<file path="config.mk">
export PLATFORM = sky130hd
export DESIGN_NAME = pxup_fifo
export DESIGN_NICKNAME = d
export VERILOG_FILES = /design/src/rtl/pxup_pkg.sv /design/src/rtl/pxup_fifo.sv
export VERILOG_INCLUDE_DIRS = /design/src /design/src/rtl
export SDC_FILE = /design/constraint.sdc
export NUM_CORES = 1
export LEC_CHECK = 0
export BUFFER_PORTS_ARGS = -buffer_cell sky130_fd_sc_hd__buf_2
export CAP_MARGIN = 25
export CORE_MARGIN = 2
export CORE_UTILIZATION = 50
export DETAILED_ROUTE_END_ITERATION = 6
export GPL_ROUTABILITY_DRIVEN = 0
export PLACE_DENSITY_LB_ADDON = 0.25
export SKIP_LAST_GASP = 1
export SLEW_MARGIN = 20
export SYNTH_ARGS = -nofsm -noshare
export SYNTH_HDL_FRONTEND = slang
export SYNTH_SLANG_ARGS = --single-unit
</file>
<file path="constraint.sdc">
create_clock -name aclk -period 6.6 [get_ports aclk]
set_input_delay 0.66 -clock aclk [delete_from_list [all_inputs] [get_ports aclk]]
set_output_delay 0.66 -clock aclk [all_outputs]
set_load 0.02 [all_outputs]
</file>
<file path="src/rtl/assert_macros.svh">
// Assertion macros shared by the upscaler RTL.
// Clock aclk and active-low reset aresetn are assumed in the user's scope.
`ifndef ASSERT_MACROS_SVH
`define ASSERT_MACROS_SVH

// Generic clocked check with explicit clock and reset.
`define PXUP_ASSERT_CLK(label, clk, rstn, prop, msg) \
    label: assert property (@(posedge clk) disable iff (!rstn) prop) else $error(msg);

// Check on the block clock, off during reset.
`define PXUP_ASSERT(label, prop, msg) \
    `PXUP_ASSERT_CLK(label, aclk, aresetn, prop, msg)

`endif

</file>
<file path="src/rtl/pxup_pkg.sv">
// Package for the 2x pixel-art edge upscaler: block job type, sizes and
// color-distance constants. No dependencies.
`default_nettype none

package pxup_pkg;

    localparam int unsigned SZW         = 14;   // wide enough for sizes up to 8192
    localparam int unsigned COORD_W     = 11;
    localparam int unsigned PIX_W       = 32;
    localparam int unsigned THR_W       = 19;
    localparam int unsigned CFG_W       = 19;
    localparam int unsigned CFG_ADDR_W  = 2;
    localparam int unsigned DIM_W       = 12;
    localparam int unsigned DEF_MAX_WIDTH  = 2048;
    localparam int unsigned DEF_MAX_HEIGHT = 2048;
    localparam int unsigned QUEUE_DEPTH = 4;
    localparam int unsigned QPTR_W      = 2;

    // Register indexes of the configuration port.
    localparam logic [CFG_ADDR_W-1:0] REG_FRAME_WIDTH  = 2'd0;
    localparam logic [CFG_ADDR_W-1:0] REG_FRAME_HEIGHT = 2'd1;
    localparam logic [CFG_ADDR_W-1:0] REG_THRESHOLD    = 2'd2;

    localparam logic [DIM_W-1:0] RST_FRAME_WIDTH  = 12'd320;
    localparam logic [DIM_W-1:0] RST_FRAME_HEIGHT = 12'd240;
    localparam logic [THR_W-1:0] RST_THRESHOLD    = 19'd1296;

    // Division by 1000 as multiply by ceil(2^28/1000) and shift; exact for |x| <= 255000.
    localparam logic [18:0] DIV1000_K     = 19'd268436;
    localparam int unsigned DIV1000_SHIFT = 28;

    localparam logic [PIX_W-1:0] HALF_MASK = 32'h7F7F_7F7F;

    typedef struct packed {
        logic [COORD_W-1:0] col;
        logic [COORD_W-1:0] row;
        logic [PIX_W-1:0]   m;
        logic [PIX_W-1:0]   up;
        logic [PIX_W-1:0]   dn;
        logic [PIX_W-1:0]   lt;
        logic [PIX_W-1:0]   rt;
        logic               last;
    } job_t;

    function automatic logic [PIX_W-1:0] mix(input logic [PIX_W-1:0] a,
                                             input logic [PIX_W-1:0] b);
        mix = ((a >> 1) & HALF_MASK) + ((b >> 1) & HALF_MASK);
    endfunction

endpackage

`default_nettype wire

</file>
<file path="src/rtl/pxup_fifo.sv">
// Short job queue between the front and back parts of the upscaler.
// Depends on pxup_pkg and assert_macros.svh.
`default_nettype none
`include "assert_macros.svh"

module pxup_fifo
    import pxup_pkg::*;
(
    input  wire logic aclk,
    input  wire logic aresetn,
    input  wire logic push,
    input  job_t      push_data,
    output logic      full,
    input  wire logic pop,
    output job_t      pop_data,
    output logic      empty
);
    job_t                mem_reg [QUEUE_DEPTH];
    logic [QPTR_W-1:0]   wr_ptr_reg, rd_ptr_reg;
    logic [QPTR_W:0]     count_reg;

    assign full     = (count_reg == (QPTR_W+1)'(QUEUE_DEPTH));
    assign empty    = (count_reg == '0);
    assign pop_data = mem_reg[rd_ptr_reg];

    always_ff @(posedge aclk) begin
        if (push) begin
            mem_reg[wr_ptr_reg] <= push_data;
        end
    end

    always_ff @(posedge aclk) begin
        if (!aresetn) begin
            wr_ptr_reg <= '0;
            rd_ptr_reg <= '0;
            count_reg  <= '0;
        end else begin
            if (push) wr_ptr_reg <= wr_ptr_reg + 1'b1;
            if (pop)  rd_ptr_reg <= rd_ptr_reg + 1'b1;
            if (push && !pop)      count_reg <= count_reg + 1'b1;
            else if (pop && !push) count_reg <= count_reg - 1'b1;
        end
    end

    `PXUP_ASSERT(a_no_push_full, !(push && full), "job pushed into full queue")
    `PXUP_ASSERT(a_no_pop_empty, !(pop && empty), "job popped from empty queue")

endmodule

`default_nettype wire

</file>
==> results of run 1 <==
metrics by stage:
step / utilization (%) / hold WS, ns / total power [µW] / setup slack [ns]
finish: 59.2 / 0.262 / 10500 / 2.93
global route: 59.2 / 0.226 / 10800 / 2.70
CTS: 59.2 / 0.218 / 10600 / 2.83
detailed placement: 55.0 / 0.527 / 6690 / 3.50
global placement: 55.0 / 0.505 / 6670 / 3.49
floorplan: - / 0.472 / 6340 / 1.22
power by group through the flow:
stage               Combinational (µW)  Clock [µW]  Sequential, µW
finish                            1090        3910            5480
global route                      1170        4180            5500
CTS                               1120        4000            5480
detailed placement                1110           0            5580
global placement                  1110           0            5560
floorplan                          758           0            5580
final cells by class:
type	count	area, µm²	area share [%]
antenna	5	12.5	0.0394
clock buffer	98	2030	6.38
clock inverter	36	248	0.780
inverter	4	15.0	0.0473
multi-input combinational	213	4380	13.8
sequential	741	22200	69.8
tap	696	871	2.74
timing repair buffer	384	2030	6.39
per-layer routing:
metal  GRT usage (%)  up-vias  wire length, µm
met1            24.3     6168            20600
met5               0        -               94
li1                -     5192                -
met4            5.64       16             1010
met2            28.8      349            25200
met3            6.49       84             3940
cells by family (layout without fill, tap and decap cells):
group	count (synthesis)	in the layout
DFF	741	741
adders and majority gates	6	6
xor gates and xnor gates	5	5
AOI/OAI and AO/OA	2	2
other	0	5
muxes	185	185
buffers and inverters	45	522
and+or+nand+nor	15	15
layout by cell type, fill, tap and decap left out:
cell type,netlist,routed
bufinv_16,0,2
buf_4,1,7
xnor2_1,2,2
diode_2,0,5
and2_1,9,5
xor2_1,3,3
clkinv_1,0,21
mux4_2,183,183
edfxtp_1,732,732
clkinv_8,0,3
buf_12,19,6
and2_4,0,4
nand2_1,1,1
nor3b_1,1,1
dfxtp_1,9,7
clkbuf_16,0,78
inv_6,0,1
o21ai_0,1,1
fa_1,1,1
ha_1,5,5
nor2b_1,2,2
clkinvlp_4,0,1
a21boi_0,1,1
buf_2,17,371
clkbuf_1,3,20
inv_1,4,4
mux2i_1,2,2
clkinv_2,0,7
dfxtp_4,0,2
clkinv_4,0,1
nor3_1,1,1
or3_1,1,1
synth_stat cells (2+ instances only):
| cell | number |
|---|---|
| xnor2_1 | 2 |
| mux4_2 | 183 |
| and2_1 | 9 |
| xor2_1 | 3 |
| edfxtp_1 | 732 |
| buf_2 | 17 |
| buf_12 | 19 |
| inv_1 | 4 |
| mux2i_1 | 2 |
| nor2b_1 | 2 |
| ha_1 | 5 |
| clkbuf_1 | 3 |
| dfxtp_1 | 9 |
worst max path at each step:
stage / cells after the start / slack (ns) / endpoint
detailed placement: 3 / 3.50 / pop_data[112]
global route: 3 / 2.70 / pop_data[112]
CTS: 3 / 2.83 / pop_data[108]
finish: 3 / 2.93 / pop_data[112]
global placement: 3 / 3.49 / pop_data[41]
floorplan: 1 / 1.22 / mem_reg[0][0]
==> summary.md, run 1 <==
| Metric | Value |
|---|---|
| Outcome | `complete, no violations` |
| Hold Buf Count CTS | `0` |
| Sw power | `2390 µW` |
| Initial Util | `50.5%` |
| Fillers | `3799` |
| Min-delay worst type | `in2reg` |
| Post-synthesis cell type count | `22` |
| Slowest CP cell | `dfxtp_4` |
| Max Clk Rate | `273 MHz` |
| Layout area overhead | `17.4%` |
| CP Class | `reg2out` |
| Top cells by area, synth | `edfxtp_1 (81%), mux4_2 (15%), buf_12 (1.4%)` |
| Final net count | `1612` |
| Cell accounting for the most synthesized area | `edfxtp_1` |
| Slew headroom | `33.1%` |
| H-tree levels | `3` |
| Syn avg cell area | `27.1 µm²` |
| Worst-margin pin slew | `1.00 ns` |
| Max-cap violation count | `0` |
| GRT Residual Overflow | `0` |
| Hold path startpoint | `push_data[74]` |
| Clk network pwr share | `37.3%` |
| Register share of total power | `52.3%` |
| Clock transition at the registers of the reported paths | `0.06 ns` |
| Die Wd | `237 µm` |
| Post-synth EDFFs | `732` |
| R2R cell count | `4` |
| DR pass1 iterations | `4` |
| Setup Viol. Count Final | `0` |
| Finished Layout Cells | `2177` |
| Mapped Nets | `1192` |
| Fin area | `31800 µm²` |
| Die Area | `56000 µm²` |
| Cell row count | `85` |
| Drt total wl | `50.9 mm` |
| Post-Synth Adder-Cell Area | `0.305%` |
| Worst Path Required | `5.94 ns` |
| DR vias/cell | `5.42` |
| Pin count of the biggest net entering global routing | `107` |
| Worst VDD drop | `0.238 mV` |
| CP max stage delay | `0.69 ns` |
| Dpl hpwl | `29.6 mm` |
| Worst path top cell family by delay | `buffers and inverters` |
| Post-synthesis mux area share | `15.3%` |
| Avg WL per Cell | `23.4 µm` |
| Min Clock Period, post-route | `3.67 ns` |
| GRT Resource Usage Total | `18.3%` |
| CP max FO | `105` |
| TritonCTS buffer count | `75` |
| Initial antenna violation count | `12` |
| Placed cells | `2038` |
| Final hold violation count | `0` |
| Final ANT Viol Nets | `0` |
| Setup TNS | `0 ns` |
| Most common flop cell mapped by yosys | `edfxtp_1` |
| Kind of start point of the critical path | `register` |
| Synth Area in Simple Gates | `0.338%` |
| Share of layout cells above drive strength 1 | `45.1%` |
| Max FFs per register | `732` |
| CTS Buffer Depth | `3` |
| Synth Warn # | `0` |
| Final Max Tran Viols | `0` |
| Largest family of logic cells by synthesized area | `multiplexers` |
| Net Sw Frac | `22.8%` |
| Min-Delay Endpoint | `mem_reg[1][74]` |
| Placed inst area | `29500 µm²` |
| Drt initial violations | `746` |
| Die Span Y | `237 µm` |
| RR Endpoint | `mem_reg[1][124]` |
| Vias in the first global route | `12500` |
| RSZ-0062 raised after global routing | `no` |
| Root Driver | `clkbuf_16` |
| Cell internal pwr | `8090 µW` |
| Sequential share of the synthesized area | `81.9%` |
| Post-cts sizing count | `0` |
| Post-Syn Area | `27000 µm²` |
| Crit path buffers/inverters | `2` |
| Via count | `11800` |
| Critical Path, Cell by Cell | `buf_12, mux4_2, buf_2` |
| Leak | `0.0106 µW` |
| Top cell type's share of synthesized area | `81.3%` |
| Tcrit/Tclk final | `55.6%` |
| Worst Skew | `0.0254 ns` |
| Post-CTS setup repair buffer count | `0` |
| CTS tree | `yes` |
| Sink Count | `741` |
| Pwr/cell area | `330 nW/µm²` |
| Post-route DRC | `0` |
| Reg-to-Reg Start | `wr_ptr_reg[1]` |
| FFs w/ async S/R, synth | `0%` |
| Syn Inst Count | `999` |
| Combinational group share of total power | `10.4%` |
| WHS Path Cells | `1` |
| Crit. End Element | `output port` |
| Placeable Area | `53600 µm²` |
| First-pass GRT wire length | `76.4 mm` |
| I/O Buffers | `371` |
| R2R Setup Slk | `4.22 ns` |
| Yosys reg bits | `741` |
| Arr. time, crit path | `3.01 ns` |
| Boundary Pins | `372` |
| Synth Area in Compound Gates | `0.0463%` |
| Xor and xnor fraction of the mapped netlist area | `0.162%` |
| Clock Latency Late Sink | `0.61 ns` |
No activity file was read; power rests on OpenSTA's default activity.
==> inputs of run 2 (changes only) <==
==> constraint.sdc (replaced) <==
create_clock -name aclk -period 3.3 [get_ports aclk]
set_input_delay 0.33 -clock aclk [delete_from_list [all_inputs] [get_ports aclk]]
set_output_delay 0.33 -clock aclk [all_outputs]
set_load 0.02 [all_outputs]
==> run 2 against run 1 <==
  * Final cell count is 9.6% higher
  * Worst setup slack lost 2.5 ns
  * Register-to-register slack lost 3.0 ns
  * Critical path depth is the same
  * Core utilization up 4.1 points
  * Sequential power up 99%
  * Clock-buffer cell count is 9 lower
  * Wire length is 5.8% higher
  * Non-clock buffer count grew 213
  * Clock skew shrank 0.010 ns
  * Die area unchanged
  * Worst hold slack worse by 0.16 ns
  * Critical path type unchanged
  * Highest routed layer unchanged
==> summary.md, run 2 (synthesis gave the netlist of run 1 again) <==
| Metric | Value |
|---|---|
| Outcome | `complete, no violations` |
| Setup Viol. Count Final | `0` |
| Post-route DRC | `0` |
| Die Span Y | `237 µm` |
| I/O Buffers | `371` |
| Setup TNS | `0 ns` |
| Max Clk Rate | `352 MHz` |
| Tcrit/Tclk final | `86.2%` |
| Slew headroom | `42.0%` |
| Hold path startpoint | `pop` |
| Final Max Tran Viols | `0` |
| CP Class | `reg2out` |
| Via count | `12800` |
| Pin count of the biggest net entering global routing | `61` |
| Clock transition at the registers of the reported paths | `0.06 ns` |
| CTS Buffer Depth | `3` |
| Crit path buffers/inverters | `2` |
| Layout area overhead | `25.5%` |
| Worst Path Required | `2.97 ns` |
| Initial antenna violation count | `5` |
| Cell row count | `85` |
| Worst-margin pin slew | `0.870 ns` |
| RSZ-0062 raised after global routing | `no` |
| Total power | `21200 µW` |
| Arr. time, crit path | `2.51 ns` |
| Fillers | `3588` |
| Commonest cells after routing, fill and taps aside | `edfxtp_1 (732), buf_2 (371), dlygate4sd3_1 (184)` |
| Slowest CP cell | `dfxtp_4` |
| Leak | `0.0115 µW` |
| Die Wd | `237 µm` |
| Multi-input gate area | `4380 µm²` |
| Min Clock Period, post-route | `2.84 ns` |
| Drt initial violations | `780` |
| CP max stage delay | `0.78 ns` |
| Pwr/cell area | `625 nW/µm²` |
| Commonest non-fill, non-tap cell in the layout | `edfxtp_1` |
| Kind of start point of the critical path | `register` |
| PnR worst setup slack | `0.456 ns` |
| GRT Resource Usage Total | `19.6%` |
| Placed cells | `2067` |
| DR pass1 iterations | `5` |
| Critical Path, Cell by Cell | `buf_12, mux4_2, buf_2` |
| TritonCTS buffer count | `75` |
| Dpl hpwl | `32.6 mm` |
| Boundary Pins | `372` |
| DR vias/cell | `5.38` |
| Min-delay worst type | `in2reg` |
| CTS tree | `yes` |
| Final ANT Viol Nets | `0` |
| Post-CTS setup repair buffer count | `0` |
| Placeable Area | `53600 µm²` |
| Share of layout cells above drive strength 1 | `41.6%` |
| Max-cap violation count | `0` |
| Crit. End Element | `output port` |
| Initial Util | `50.5%` |
| Worst Skew | `0.0154 ns` |
| Drt total wl | `53.9 mm` |
| WHS | `0.102 ns` |
| Vias in the first global route | `13900` |
| First-pass GRT wire length | `82.6 mm` |
| CP max FO | `35` |
| Reg-to-Reg Start | `wr_ptr_reg[0]` |
| GRT Residual Overflow | `0` |
| Dpl ws | `0.990 ns` |
| Avg WL per Cell | `22.6 µm` |
| Max FFs per register | `732` |
| Worst path top cell family by delay | `flip-flops` |
| Die Area | `56000 µm²` |
| Area taken by flip-flops and latches | `22200 µm²` |
| Finished Layout Cells | `2387` |
| Post-cts sizing count | `0` |
| Final hold violation count | `0` |
| Hold Buf Count CTS | `184` |
| Root Driver | `clkbuf_16` |
| Worst VDD drop | `0.496 mV` |
| Sink Count | `741` |
| Clock Latency Late Sink | `0.61 ns` |
| Final net count | `1825` |
| H-tree levels | `3` |
## run 2: cell types whose count changed in the layout (fill, tap and decap cells not counted), sizes merged, moves of 2 or more
cell,change
inv,+4
clkbuf,-9
dlygate4sd3,+184
clkinv,+2
buf,+29
diode,-2
## run 2: worst paths after layout
kind | depth (start not counted) | to | slack [ns]
max | 3 | pop_data[68] | 0.46
min | 3 | register | 0.10
max reg2reg | 4 | mem_reg[2][99] | 1.25
min reg2reg | 2 | count_reg[2] | 0.51
## run 2: worst reg2reg max path: cells and delay by family (launching register included)
kind                     cells  cell delay [ns]
adder cells (fa/ha/maj)      1             0.15
buffers and inverters        2             0.54
flip-flops                   1             0.34
AND/OR/NAND/NOR              1             0.69
## run 2: metal layers
layer / GRT usage, % / up-vias / wire length, µm
li1: - / 5628 / -
met1: 26.4 / 6716 / 21900
met2: 31.1 / 415 / 26600
met3: 5.70 / 76 / 4100
met4: 6.73 / 6 / 1200
met5: 0 / - / 46
## run 2: metrics by stage
| stage | area, µm² | utilization (%) |
|---|---|---|
| 2_1_floorplan | 27000 | - |
| 3_3_place_gp | 29800 | 55.7 |
| 3_5_place_dp | 29800 | 55.7 |
| 4_1_cts | 33900 | 63.3 |
| 5_1_grt | 33900 | 63.3 |
| 6_report | 33900 | 63.3 |
## run 2: report_power, final
part	leakage, µW	switching (µW)	internal [µW]
combinational	0.00365	1390	1080
clock	0.00110	3380	4420
sequential	0.00680	129	10800
## run 2: area by class of cell
| type | instances | share of cell area (%) |
|---|---|---|
| multi-input combinational | 213 | 12.9 |
| inverter | 4 | 0.0442 |
| timing repair buffer | 597 | 12.5 |
| clock inverter | 44 | 0.948 |
| tap | 696 | 2.57 |
| sequential | 741 | 65.3 |
| clock buffer | 89 | 5.69 |
| antenna | 3 | 0.0221 |
