--- src/rtl/assert_macros.svh ---
// Assertion macros shared by the upscaler RTL.
// Clock aclk and active-low reset aresetn are assumed in the user's scope.
`ifndef ASSERT_MACROS_SVH
`define ASSERT_MACROS_SVH

// Generic clocked check with explicit clock and reset.
`define PXUP_ASSERT_CLK(label, clk, rstn, prop, msg) \
    label: assert property (@(posedge clk) disable iff (!rstn) prop) else $error(msg);

// Check on the block clock, off during reset.
`define PXUP_ASSERT(label, prop, msg) \
    `PXUP_ASSERT_CLK(label, aclk, aresetn, prop, msg)

`endif

--- src/rtl/pxup_pkg.sv ---
// Package for the 2x pixel-art edge upscaler: block job type, sizes and
// color-distance constants. No dependencies.
`default_nettype none

package pxup_pkg;

    localparam int unsigned SZW         = 14;   // wide enough for sizes up to 8192
    localparam int unsigned COORD_W     = 11;
    localparam int unsigned PIX_W       = 32;
    localparam int unsigned THR_W       = 19;
    localparam int unsigned CFG_W       = 19;
    localparam int unsigned CFG_ADDR_W  = 2;
    localparam int unsigned DIM_W       = 12;
    localparam int unsigned DEF_MAX_WIDTH  = 2048;
    localparam int unsigned DEF_MAX_HEIGHT = 2048;
    localparam int unsigned QUEUE_DEPTH = 4;
    localparam int unsigned QPTR_W      = 2;

    // Register indexes of the configuration port.
    localparam logic [CFG_ADDR_W-1:0] REG_FRAME_WIDTH  = 2'd0;
    localparam logic [CFG_ADDR_W-1:0] REG_FRAME_HEIGHT = 2'd1;
    localparam logic [CFG_ADDR_W-1:0] REG_THRESHOLD    = 2'd2;

    localparam logic [DIM_W-1:0] RST_FRAME_WIDTH  = 12'd320;
    localparam logic [DIM_W-1:0] RST_FRAME_HEIGHT = 12'd240;
    localparam logic [THR_W-1:0] RST_THRESHOLD    = 19'd1296;

    // Division by 1000 as multiply by ceil(2^28/1000) and shift; exact for |x| <= 255000.
    localparam logic [18:0] DIV1000_K     = 19'd268436;
    localparam int unsigned DIV1000_SHIFT = 28;

    localparam logic [PIX_W-1:0] HALF_MASK = 32'h7F7F_7F7F;

    typedef struct packed {
        logic [COORD_W-1:0] col;
        logic [COORD_W-1:0] row;
        logic [PIX_W-1:0]   m;
        logic [PIX_W-1:0]   up;
        logic [PIX_W-1:0]   dn;
        logic [PIX_W-1:0]   lt;
        logic [PIX_W-1:0]   rt;
        logic               last;
    } job_t;

    function automatic logic [PIX_W-1:0] mix(input logic [PIX_W-1:0] a,
                                             input logic [PIX_W-1:0] b);
        mix = ((a >> 1) & HALF_MASK) + ((b >> 1) & HALF_MASK);
    endfunction

endpackage

`default_nettype wire

--- src/rtl/pxup_sim.sv ---
// Three-stage similarity unit: weighted YCbCr distance of two pixels
// compared against the threshold. Depends on pxup_pkg.
`default_nettype none

module pxup_sim
    import pxup_pkg::*;
(
    input  wire logic             aclk,
    input  wire logic             aresetn,
    input  wire logic             in_valid,
    input  wire logic [2:0]       in_tag,
    input  wire logic [PIX_W-1:0] a,
    input  wire logic [PIX_W-1:0] b,
    input  wire logic [THR_W-1:0] threshold,
    output logic                  out_valid,
    output logic [2:0]            out_tag,
    output logic                  out_similar
);
    logic signed [19:0] dr, dg, db, y, cb, cr;
    logic [17:0] ay, acb, acr;

    always_comb begin
        dr = 20'(signed'({1'b0, a[7:0]})   - signed'({1'b0, b[7:0]}));
        dg = 20'(signed'({1'b0, a[15:8]})  - signed'({1'b0, b[15:8]}));
        db = 20'(signed'({1'b0, a[23:16]}) - signed'({1'b0, b[23:16]}));
        y  = dr * 20'sd299  + dg * 20'sd587  + db * 20'sd114;
        cb = dr * -20'sd169 - dg * 20'sd331  + db * 20'sd500;
        cr = dr * 20'sd500  - dg * 20'sd418  - db * 20'sd81;
        ay  = 18'(y[19]  ? -y  : y);
        acb = 18'(cb[19] ? -cb : cb);
        acr = 18'(cr[19] ? -cr : cr);
    end

    logic [17:0] ay_reg, acb_reg, acr_reg;
    logic [7:0]  qy_reg, qcb_reg, qcr_reg;
    logic [36:0] py, pcb, pcr;
    logic [15:0] sq_y, sq_cb, sq_cr;
    logic [18:0] dist_sum;
    logic        v1_reg, v2_reg;
    logic [2:0]  t1_reg, t2_reg;

    // Only magnitudes matter: every quotient is squared.
    assign py  = 37'(ay_reg)  * 37'(DIV1000_K);
    assign pcb = 37'(acb_reg) * 37'(DIV1000_K);
    assign pcr = 37'(acr_reg) * 37'(DIV1000_K);
    assign sq_y  = 16'(qy_reg)  * 16'(qy_reg);
    assign sq_cb = 16'(qcb_reg) * 16'(qcb_reg);
    assign sq_cr = 16'(qcr_reg) * 16'(qcr_reg);
    assign dist_sum = {1'b0, sq_y, 2'b00} + 19'(sq_cb) + 19'(sq_cr);

    always_ff @(posedge aclk) begin
        ay_reg  <= ay;
        acb_reg <= acb;
        acr_reg <= acr;
        t1_reg  <= in_tag;
        qy_reg  <= 8'(py  >> DIV1000_SHIFT);
        qcb_reg <= 8'(pcb >> DIV1000_SHIFT);
        qcr_reg <= 8'(pcr >> DIV1000_SHIFT);
        t2_reg  <= t1_reg;
        out_tag <= t2_reg;
        out_similar <= (dist_sum < threshold);
    end

    always_ff @(posedge aclk) begin
        if (!aresetn) begin
            v1_reg    <= 1'b0;
            v2_reg    <= 1'b0;
            out_valid <= 1'b0;
        end else begin
            v1_reg    <= in_valid;
            v2_reg    <= v1_reg;
            out_valid <= v2_reg;
        end
    end

endmodule

`default_nettype wire

--- src/rtl/pxup_back.sv ---
// Back part: pops block jobs, runs eight similarity tests through the
// shared unit, forms the 2x2 block and holds it in the output register.
// Depends on pxup_pkg, pxup_sim and assert_macros.svh.
`default_nettype none
`include "assert_macros.svh"

module pxup_back
    import pxup_pkg::*;
(
    input  wire logic             aclk,
    input  wire logic             aresetn,
    input  wire logic [THR_W-1:0] threshold,
    input  wire logic             empty,
    input  job_t                  pop_data,
    output logic                  pop,
    output logic                  m_tvalid,
    input  wire logic             m_tready,
    output logic [151:0]          m_tdata,
    output logic                  m_tlast
);
    typedef enum logic [3:0] {
        B_IDLE  = 4'b0001,
        B_ISSUE = 4'b0010,
        B_WAIT  = 4'b0100,
        B_OUT   = 4'b1000
    } bstate_t;

    localparam logic [2:0] PR_LR = 3'd0;
    localparam logic [2:0] PR_UD = 3'd1;
    localparam logic [2:0] PR_UL = 3'd2;
    localparam logic [2:0] PR_UR = 3'd3;
    localparam logic [2:0] PR_DL = 3'd4;
    localparam logic [2:0] PR_DR = 3'd5;
    localparam logic [2:0] PR_UM = 3'd6;
    localparam logic [2:0] PR_DM = 3'd7;

    bstate_t          state_reg, state_next;
    job_t             job_reg;
    logic [2:0]       k_reg;
    logic [7:0]       sim_reg;
    logic [PIX_W-1:0] pa, pb;
    logic             res_valid, res_sim;
    logic [2:0]       res_tag;

    assign pop = (state_reg == B_IDLE) && !empty;

    always_comb begin
        case (k_reg)
            PR_LR:   begin pa = job_reg.lt; pb = job_reg.rt; end
            PR_UD:   begin pa = job_reg.up; pb = job_reg.dn; end
            PR_UL:   begin pa = job_reg.up; pb = job_reg.lt; end
            PR_UR:   begin pa = job_reg.up; pb = job_reg.rt; end
            PR_DL:   begin pa = job_reg.dn; pb = job_reg.lt; end
            PR_DR:   begin pa = job_reg.dn; pb = job_reg.rt; end
            PR_UM:   begin pa = job_reg.up; pb = job_reg.m;  end
            PR_DM:   begin pa = job_reg.dn; pb = job_reg.m;  end
            default: begin pa = job_reg.m;  pb = job_reg.m;  end
        endcase
    end

    pxup_sim u_sim (
        .aclk        (aclk),
        .aresetn     (aresetn),
        .in_valid    (state_reg == B_ISSUE),
        .in_tag      (k_reg),
        .a           (pa),
        .b           (pb),
        .threshold   (threshold),
        .out_valid   (res_valid),
        .out_tag     (res_tag),
        .out_similar (res_sim)
    );

    logic             flat;
    logic [PIX_W-1:0] tl, tr, bl, br;
    logic [7:0]       s;
    always_comb begin
        s = sim_reg;
        s[res_tag] = res_sim;
        flat = !s[PR_LR] && !s[PR_UD];
        tl = (flat && s[PR_UL] && !s[PR_UM]) ? mix(job_reg.up, job_reg.lt) : job_reg.m;
        tr = (flat && s[PR_UR] && !s[PR_UM]) ? mix(job_reg.up, job_reg.rt) : job_reg.m;
        bl = (flat && s[PR_DL] && !s[PR_DM]) ? mix(job_reg.dn, job_reg.lt) : job_reg.m;
        br = (flat && s[PR_DR] && !s[PR_DM]) ? mix(job_reg.dn, job_reg.rt) : job_reg.m;
    end

    logic done;
    assign done = (state_reg == B_WAIT) && res_valid && (res_tag == PR_DM);

    always_comb begin
        state_next = state_reg;
        case (state_reg)
            B_IDLE:  if (pop) state_next = B_ISSUE;
            B_ISSUE: if (k_reg == PR_DM) state_next = B_WAIT;
            B_WAIT:  if (done) state_next = B_OUT;
            B_OUT:   if (m_tready) state_next = B_IDLE;
            default: state_next = B_IDLE;
        endcase
    end

    always_ff @(posedge aclk) begin
        if (pop) job_reg <= pop_data;
        if (res_valid) sim_reg[res_tag] <= res_sim;
        if (done) begin
            m_tdata <= {2'b00, br, bl, tr, tl, job_reg.row, job_reg.col};
            m_tlast <= job_reg.last;
        end
    end

    always_ff @(posedge aclk) begin
        if (!aresetn) begin
            state_reg <= B_IDLE;
            k_reg     <= '0;
        end else begin
            state_reg <= state_next;
            if (state_reg == B_ISSUE) k_reg <= k_reg + 1'b1;
            else k_reg <= '0;
        end
    end

    assign m_tvalid = (state_reg == B_OUT);

    `PXUP_ASSERT(a_result_in_job, res_valid |-> (state_reg == B_ISSUE || state_reg == B_WAIT),
                 "similarity result outside a job")

endmodule

`default_nettype wire

--- config.mk ---
export PLATFORM = sky130hd
export DESIGN_NAME = pxup_back
export DESIGN_NICKNAME = d
export VERILOG_FILES = /design/src/rtl/pxup_pkg.sv /design/src/rtl/pxup_sim.sv /design/src/rtl/pxup_back.sv
export VERILOG_INCLUDE_DIRS = /design/src /design/src/rtl
export SDC_FILE = /design/constraint.sdc
export NUM_CORES = 2
export LEC_CHECK = 0
export BUFFER_PORTS_ARGS = -buffer_cell sky130_fd_sc_hd__buf_2
export CORE_MARGIN = 3
export CORE_UTILIZATION = 57
export DETAILED_ROUTE_END_ITERATION = 10
export GPL_TIMING_DRIVEN = 0
export PLACE_DENSITY = 0.87
export SYNTH_ARGS = -nofsm -noshare
export SYNTH_HDL_FRONTEND = slang
export SYNTH_SLANG_ARGS = --single-unit
--- constraint.sdc ---
create_clock -name aclk -period 19.08 [get_ports aclk]
set_input_delay 0.954 -clock aclk [delete_from_list [all_inputs] [get_ports aclk]]
set_output_delay 0.954 -clock aclk [all_outputs]
set_load 0.01 [all_outputs]
==> results.md <==
- CP endpoint kind: register
- Critical Path Source Type: register
- Cells after synthesis: between 5000 and 6000
- # nets final: around 7400
- Grt met3 use: 0.0613
- Post-Synth XOR/XNOR Area: 0.0556
- Die Wd: roughly 310 µm
- GPL Wtd Cong: ~0.96
- Flip-flop count of the largest register after layout: 179
- Footprint of the multi-input gates: between 30000 and 40000 µm²
- CTS Hold Bufs: 0
- Register area: between 10000 and 15000 µm²
- Crit Path Class: register to register
- Routed Antenna Nets: 0
- Die Footprint: approximately 96000 µm²
- Multiplexer share of the synthesized area: 0.00688
- Worst EP required: 19.51 ns
- Arr. time, crit path: roughly 15 ns
- Final instance area: roughly 58000 µm²
- Post-synth EDFFs: 338
- CORE AREA: between 90000 and 100000 µm²
- Synth warnings: 0
- Fin. Hold Viols: 0
- Routed WL: between 100000 and 150000 µm
- Clock sinks: about 440
- Layout fillers: approximately 6700
- CTS Buf Count: 46
- Fin. max-slew vios: 0
- Vias in the first global route: approximately 42000
- Synth Area in Simple Gates: 0.0646
- Min Tclk post-route: between 10 and 15 ns
- Worst Skew: 0.0374 ns
- DP Area: 56800 µm²
- Synth Area in Compound Gates: 0.0873
- Via count: 38900
- Layout cells sized above 1: 0.0988
- H-tree Lvls: 2
- Crit-path max cell delay: roughly 1 ns
- Mean Syn Cell Area: about 10 µm²
- CTS Buffer Depth: 3
- Max-cap violations: 0
- Worst skew pair latency: 0.61 ns
- Antenna violations before repair: 26
- TritonCTS clock tree: built
- Port-buffer cells: 354
- Pin count of the biggest net entering global routing: 41
- I/O pin cnt: 361
- Initial DRT Pass Iterations: 10
- DRC: 0
- DP Wirelength: between 100000 and 150000 µm
- M2 GR Usage: 0.495
- Sequential area share after synthesis: 0.229
- Largest family of logic cells by synthesized area: adder cells
- Worst-path clk slew: approximately 0.060 ns
- Final setup violation count: 0
- Main synth FF type: edfxtp_1
- Vias per inst: around 5.7
- Async S/R FF share, synth: 0
- Setup Buffers After CTS: 0
- Crit-path slowest cell: o311ai_0
- Number of synthesized register bits: roughly 440
- Busiest grt layer: met2
- Outcome: finished clean
- All-Layer GR Usage: 0.291
- Period utilization: 0.768
- Number of gates resized after CTS: 0
- Crit path max fanout: 29
- First-pass GRT wire length: ~220000 µm
- RSZ-0062 raised after global routing: no
- Post-synth design cell area: roughly 53000 µm²
- Initial DRC count: about 3700
- Synth Area in Adders: 0.472
- Die Span Y: ~310 µm
- Fmax: ~68 MHz
- Library cells used by synthesis: between 80 and 90
- Starting Density: 0.576
- Grt ovf: 0
- Worst-case headroom to the max-slew limit: 0.106
- Avg WL per Cell: roughly 20 µm
- CP dominant cell by count: fa_1
- Clock Tree Root: clkbuf_16
- Std cell rows: roughly 110
- Routing usage on met1: 0.341
- Worst-Margin Slew: approximately 1.3 ns
- Area grow syn2layout: 10.6%
- Worst min path class: register to register
-- cells in the mapped netlist, types with 5 or more instances --
cell | instances | share of area
xnor2_1 | 222 | 0.037
nand2_1 | 247 | 0.018
a211oi_1 | 10 | 0.0014
nor3_1 | 40 | 0.0038
edfxtp_1 | 338 | 0.19
and2_1 | 64 | 0.0076
inv_1 | 1131 | 0.080
o21ai_1 | 8 | 0.00076
ha_1 | 1083 | 0.26
nor2b_1 | 44 | 0.0052
buf_1 | 5 | 0.00035
a41oi_1 | 5 | 0.00083
o31a_1 | 6 | 0.00099
mux2i_1 | 6 | 0.0011
a31o_2 | 8 | 0.0013
a222oi_1 | 24 | 0.0045
a21boi_0 | 29 | 0.0041
o21ai_0 | 210 | 0.020
nand2b_1 | 52 | 0.0062
o21a_1 | 25 | 0.0035
o211ai_1 | 11 | 0.0016
a31oi_1 | 11 | 0.0013
nand4_1 | 9 | 0.0011
nor2_1 | 145 | 0.010
fa_1 | 569 | 0.22
clkbuf_1 | 59 | 0.0042
nand3b_1 | 6 | 0.00085
nor3b_1 | 8 | 0.0011
a21o_1 | 102 | 0.014
xor2_1 | 106 | 0.018
nand3_1 | 32 | 0.0030
o21bai_1 | 37 | 0.0053
a21oi_1 | 157 | 0.015
dfxtp_1 | 97 | 0.037
or2_2 | 8 | 0.00095
and3_1 | 13 | 0.0015
a22oi_1 | 18 | 0.0026
mux2_2 | 27 | 0.0057
a22o_1 | 5 | 0.00083
or3_1 | 14 | 0.0017
-- stage by stage --
step / setup WS [ns] / hold WS [ns] / utilization / instances / setup TNS, ns
floorplan: 2.97 / 0.310 / - / 5073 / 0
global placement: -3.78 / 0.310 / 0.613 / 6670 / -551.00
detailed placement: 4.84 / 0.312 / 0.618 / 6711 / 0
CTS: 4.88 / 0.319 / 0.636 / 6796 / 0
global route: 3.83 / 0.328 / 0.637 / 6815 / 0
finish: 4.43 / 0.323 / 0.637 / 6821 / 0
-- path summary, 6_finish.rpt --
kind	startpoint	to	slack, ns	depth (start not counted)
worst max-delay path	k_reg[0]	u_sim.acb_reg[17]	4.43	43
worst min-delay path	u_sim.t2_reg[2]	u_sim.out_tag[2]	0.32	0
worst max register to register	k_reg[0]	u_sim.acb_reg[17]	4.43	43
worst min register to register	u_sim.t2_reg[2]	u_sim.out_tag[2]	0.32	0
-- area by class of cell --
type | instances | share of cell area
tap | 1243 | 0.0266
inverter | 1131 | 0.0726
multi-input combinational | 3438 | 0.622
clock buffer | 55 | 0.0204
antenna | 24 | 0.00103
timing repair buffer | 396 | 0.0382
sequential | 435 | 0.207
buffer | 69 | 0.00462
clock inverter | 30 | 0.00736
-- cell families (layout without fill, tap and decap cells) --
group,after synthesis,count (layout)
other,1,28
muxes,33,33
adders and majority gates,1652,1652
and+or+nand+nor,705,705
DFF,435,435
AOI/OAI and AO/OA,713,713
buffers and inverters,1200,1681
xor gates and xnor gates,331,331
-- cell usage in the layout, fill, tap and decap left out, types with 14 or more instances in the layout --
cell       netlist  final
clkbuf_16        0     46
nand2b_1        52     52
a22oi_1         18     18
a21oi_1        157    157
edfxtp_1       338    338
buf_4            2     20
ha_1          1083   1083
xnor2_1        222    219
mux2_2          27     27
o21bai_1        37     37
a21o_1         102    102
a222oi_1        24     24
nor3_1          40     40
nand2_1        247    247
dfxtp_1         97     97
xor2_1         106     99
diode_2          0     24
clkbuf_1        59     67
nor2b_1         44     44
nor2_1         145    143
o21a_1          25     25
or3_1           14     14
and2_1          64     64
a21boi_0        29     29
o21ai_0        210    210
nand3_1         32     32
inv_1         1131   1131
fa_1           569    569
buf_2            3    357
-- layer usage --
metal / vias to the layer above / part of all wire / wire length, µm
met5: - / 0.00041 / 57
met4: 8 / 0.071 / 9890
met3: 592 / 0.089 / 12400
met2: 1872 / 0.48 / 66900
met1: 18900 / 0.36 / 50900
li1: 17600 / - / -
-- worst max-delay path: cells and delay by family, from the launching register on --
family          cells  cell delay (ns)
buf+inv            10             2.25
simple gates        6             1.07
fa+ha+maj          15             6.56
compound gates      9             2.88
xor+xnor            3             1.28
flops               1             0.42
Power is not shown: default switching activity piles up to over one toggle a cycle in this logic, so the estimate is an artifact.
